<file path="src/design/mbm_pkg.sv">
// ----------------------------------------------------------------------------
// mbm_pkg
// Shared constants, register codes and types of the binary mask morphology
// block.
// ----------------------------------------------------------------------------
package mbm_pkg;

   localparam int MAX_KERNEL_DEF = 7;
   localparam int MAX_COLS_DEF   = 1024;
   localparam int MAX_ROWS_DEF   = 1024;
   localparam int PIXEL_BITS_DEF = 16;

   // widths of the software visible registers
   localparam int FILL_REG_W = 16;
   localparam int KDIM_REG_W = 3;
   localparam int IDIM_REG_W = 11;
   localparam int CSR_IDX_W  = 3;

   typedef enum logic [CSR_IDX_W-1:0] {
      REG_MODE        = 3'd0,
      REG_FILL_VALUE  = 3'd1,
      REG_KERNEL_ROWS = 3'd2,
      REG_KERNEL_COLS = 3'd3,
      REG_KERNEL_MASK = 3'd4,
      REG_IMAGE_ROWS  = 3'd5,
      REG_IMAGE_COLS  = 3'd6
   } csr_index_type;

   typedef enum logic {
      MODE_DILATE = 1'b0,
      MODE_ERODE  = 1'b1
   } mode_type;

   // configuration data bus is as wide as the widest register
   function automatic int csr_width(input int mk);
      return (mk * mk > FILL_REG_W) ? mk * mk : FILL_REG_W;
   endfunction

endpackage

</file>
<file path="src/design/mbm_window.sv">
// ----------------------------------------------------------------------------
// mbm_window
// Sliding window of pixel registers and the per-tap dilate / erode decision.
// Row a of the window is a rows above the newest pixel, column b is b pixels
// back in the stream.
// ----------------------------------------------------------------------------
module mbm_window import mbm_pkg::*; #(
   parameter int MAX_KERNEL = MAX_KERNEL_DEF,
   parameter int PIXEL_BITS = PIXEL_BITS_DEF
) (
   input  logic                                       clock,
   input  logic                                       advance,
   input  logic [MAX_KERNEL-1:0][PIXEL_BITS-1:0]      column,
   input  logic [MAX_KERNEL-1:0]                      row_ok,
   input  logic [MAX_KERNEL-1:0]                      col_ok,
   input  mode_type                                   mode,
   input  logic [PIXEL_BITS-1:0]                      fill_value,
   input  logic [MAX_KERNEL-1:0][MAX_KERNEL-1:0]      tap_map,
   input  logic [((MAX_KERNEL > 1) ? $clog2(MAX_KERNEL) : 1)-1:0] ctr_row,
   input  logic [((MAX_KERNEL > 1) ? $clog2(MAX_KERNEL) : 1)-1:0] ctr_col,
   output logic [PIXEL_BITS-1:0]                      result
);

   logic [MAX_KERNEL-1:0][MAX_KERNEL-1:0][PIXEL_BITS-1:0] win_ff;
   logic [MAX_KERNEL-1:0][MAX_KERNEL-1:0][PIXEL_BITS-1:0] win_in;
   logic                                                  hit;

   always_comb begin
      for (int a = 0; a < MAX_KERNEL; a++) begin
         win_in[a][0] = column[a];
         for (int b = 1; b < MAX_KERNEL; b++) begin
            win_in[a][b] = win_ff[a][b-1];
         end
      end
   end

   always_comb begin
      logic inb;
      logic nz;
      hit = 1'b0;
      for (int a = 0; a < MAX_KERNEL; a++) begin
         for (int b = 0; b < MAX_KERNEL; b++) begin
            inb = row_ok[a] && col_ok[b];
            nz  = |win_in[a][b];
            if (mode == MODE_ERODE) begin
               // taps over the frame edge count as background
               if (tap_map[a][b] && (!inb || !nz)) hit = 1'b1;
            end else begin
               if (tap_map[a][b] && inb && nz) hit = 1'b1;
            end
         end
      end
   end

   assign result = hit ? fill_value : win_in[ctr_row][ctr_col];

   always_ff @(posedge clock) begin
      if (advance) begin
         win_ff <= win_in;
      end
   end

endmodule

</file>
<file path="config.mk">
export PLATFORM = sky130hd
export DESIGN_NAME = mbm_window
export DESIGN_NICKNAME = d
export VERILOG_FILES = /design/src/design/mbm_pkg.sv /design/src/design/mbm_window.sv
export SDC_FILE = /design/constraint.sdc
export NUM_CORES = 1
export LEC_CHECK = 0
export BUFFER_PORTS_ARGS = -buffer_cell sky130_fd_sc_hd__buf_2
export CORE_MARGIN = 4
export CORE_UTILIZATION = 35
export CTS_CLUSTER_SIZE = 20
export DETAILED_ROUTE_END_ITERATION = 6
export PLACE_DENSITY = 0.51
export SLEW_MARGIN = 10
export SYNTH_ARGS = -nofsm -noshare
export SYNTH_HDL_FRONTEND = slang
export SYNTH_SLANG_ARGS = --single-unit
</file>
<file path="constraint.sdc">
create_clock -name clock -period 2.7 [get_ports clock]
set_input_delay 0 -clock clock [delete_from_list [all_inputs] [get_ports clock]]
set_output_delay 0 -clock clock [all_outputs]
set_load 0.01 [all_outputs]
</file>
==> flow_summary_export.csv <==
group,metric,value,unit
cts,cts-htree-levels,3,
timing,period_share,1.35,
critical_path,cp_top_family,"buffers and inverters",
timing,drv_slew,0,
layout,largest_register,"win_ff",
die,coreArea,84000,µm²
synthesis,syn_area,29700,µm²
route,remaining_drc_errors,0,
die,num_io_pins,216,
min_path,hold_path_class,"in2reg",
synthesis,synthArstFlopShare,0,
critical_path,slowest_delay,0.44,ns
synthesis,syn-mean-instance-area,16.8,µm²
layout,top_regs,"win_ff (672)",
die,dieArea,89600,µm²
grt,antenna_found_initial,2,
synthesis,synth.distinct_cells,39,
synthesis,ys_ff_latch,672,
die,initial_utilization,0.354,
timing,finalHoldViolations,0,
power_and_ir_drop,combPwrFrac,0.141,
layout,largest_reg_flops,672,
synthesis,ys.flop_type,"edfxtp_1",
layout,final_nets,2983,
synthesis,synth_edf_count,672,
critical_path,cp-startpoint,"win_ff[461]",
critical_path,crit_type,"reg2out",
route,drtIter0Drc,2140,
power_and_ir_drop,ir_drop,0.000456,V
status,run_status,"finished, violations left",
status,violations,"negative setup slack",
timing,clock_skew,0.0200,ns
grt,use_met1,0.343,
placement,place.detailed.hpwl,91000,µm
grt,grt_max_degree,77,
critical_path,crit_fanout,8,
grt,use_met2,0.413,
run,max-cap-violations,0,
cts,path_clk_slew,0.06,ns
power_and_ir_drop,sw_frac_of_total,0.249,
route,detail_route.first_pass.iterations,6,
synthesis,ys_seq_area_frac,0.679,
timing,fmax,0.274,GHz
critical_path,worstPathCellList,"nor4_4 -> buf_4 -> a41oi_2 -> buf_6 -> a22oi_2 -> o221ai_2 -> o31ai_2 -> buf_4 -> and4_4 -> buf_12 -> mux2_4 -> buf_6",
placement,post-place-ws,-0.553,ns
critical_path,crit_arrival,3.66,ns
timing,rsz0062_at_grt,"yes",
cts,root_buffer,"clkbuf_16",
synthesis,synthCells,1767,
route,wl_per_cell,28.6,µm
layout,final_cell_mix,"675 x buf_4, 672 x edfxtp_1, 195 x buf_2, 166 x nor4_1, 163 x nand2_1",
timing,finalCriticalPeriod,3.66,ns
power_and_ir_drop,clock_power_share,0.379,
layout,final_common_cell,"buf_4",
synthesis,syn_nets,1967,
timing,setup_viol,16,
min_path,worstHoldStart,"column[43]",
grt,grt_pass1_vias,22100,
route,vias,21400,
timing,fin_ws,-0.955,ns
route,totalWireLength,114000,µm
critical_path,cp.depth,12,
layout,drive_above_1_share,0.444,
critical_path,cp-start-kind,"flip-flop",
placement,dp_cells,3724,
layout,final_cells,3975,
min_path,hold_depth,2,
critical_path,rr_worst_depth,2,
grt,use_met3,0.0373,
critical_path,critPathCaptureType,"output pin",
timing,worst_slew_pin_slew,0.919,ns
grt,busiest_layer,"met2",
die,std_cell_rows,106,
cts,cts_num_sinks,672,
power_and_ir_drop,p_int,20.0,mW
power_and_ir_drop,netSwitchingPower,6.62,mW
cts,tritoncts,"yes",
critical_path,cpMaxStageDelayCell,"edfxtp_1",
grt,grt.overflow.total,0,
placement,io_buffers,215,
route,ant_nets,0,
timing,finalSetupTns,-15.02,ns
critical_path,r2r-start,"win_ff[239]",
die,dieHeight,299,µm
cts,cts_buffers,72,
power_and_ir_drop,p_seq_frac,0.479,
cts,cts_buffer_depth,3,
power_and_ir_drop,p_per_area,640,nW/µm²
critical_path,cp.buffers_inverters,5,
layout,syn2layout_area_growth,40.0,%
timing,slew_headroom,0.386,
cts,clk_latency,0.62,ns
layout,diodes,0,
route,avgViaCountPerCell,5.38,
grt,grt_pass1_wl,161000,µm
critical_path,cp.required,2.70,ns
synthesis,yosysWarnings,0,
die,die_w,299,µm
grt,grt_usage,0.251,
power_and_ir_drop,leakage,15.6,nW
placement,gp_congestion,0.927,
## cell type report
type	count	area, µm²
clock buffers	87	1900
clock inverters	45	485
fillers	7123	42400
inverters	25	93.8
multi-input cells	977	9470
flip-flops and latches	672	20200
well taps	1134	1420
repair buffers	1035	8050
## logic make-up (layout without fill, tap and decap cells)
group	after synthesis	in the layout	synth area share
buffers and inverters	118	1192	0.0184
AOI/OAI and AO/OA	251	251	0.0577
DFF	672	672	0.679
xor gates and xnor gates	17	17	0.00501
and+or+nand+nor	420	420	0.0741
muxes	289	289	0.166
## power by group through the flow
stage	combinational [mW]	clock, mW	sequential, mW
finish	3.77	10.1	12.7
global route	3.93	10.7	12.8
CTS	3.73	10.2	12.7
detailed placement	3.54	0	12.9
global placement	3.53	0	12.9
floorplan	1.17	0	12.8
## worst reg2reg max path, cell delays in order, from the launching register on
cell      delay [ns]
edfxtp_1        0.47
buf_4           0.18
buf_4           0.12
## timing repair
item,in CTS,in global routing
hold endpoints to repair,158,0
buffers inserted,2,3
setup endpoints to repair,16,16
pin swaps,9,15
gates resized for setup,76,20
gates cloned,1,0
hold buffers,113,0
## metrics by stage
step	util	hold slack (ns)	total power [mW]	instance area, µm²
6_report	0.496	0.126	26.6	41600
5_1_grt	0.496	0.121	27.4	41600
4_1_cts	0.494	0.0777	26.7	41400
3_5_place_dp	0.446	0.211	16.5	37400
3_3_place_gp	0.446	0.211	16.4	37400
2_1_floorplan	-	0.0989	14.0	29700
## metal layers
layer / wire length (µm) / share of wire
met4: 3830 / 0.034
met5: 0 / 0
met2: 54300 / 0.48
met3: 7070 / 0.062
met1: 48400 / 0.43
## worst paths after layout
| check | to | slack (ns) |
|---|---|---|
| worst min register to register | win_ff[291] | 0.48 |
| worst min-delay path | win_ff[235] | 0.13 |
| worst max-delay path | result[12] | -0.96 |
| worst max register to register | win_ff[255] | 1.68 |
## cells in the mapped netlist, drive strengths merged (19+ instances only)
| master | count | area [µm²] |
|---|---|---|
| a41oi | 45 | 394 |
| buf | 43 | 267 |
| clkbuf | 50 | 188 |
| edfxtp | 672 | 20200 |
| inv | 25 | 93.8 |
| mux2i | 113 | 1130 |
| mux4 | 160 | 3600 |
| nand2 | 163 | 612 |
| nand2b | 19 | 119 |
| nor4 | 196 | 1230 |
| o211ai | 31 | 233 |
| o21ai | 103 | 515 |
(Power assumes the default switching activity.)
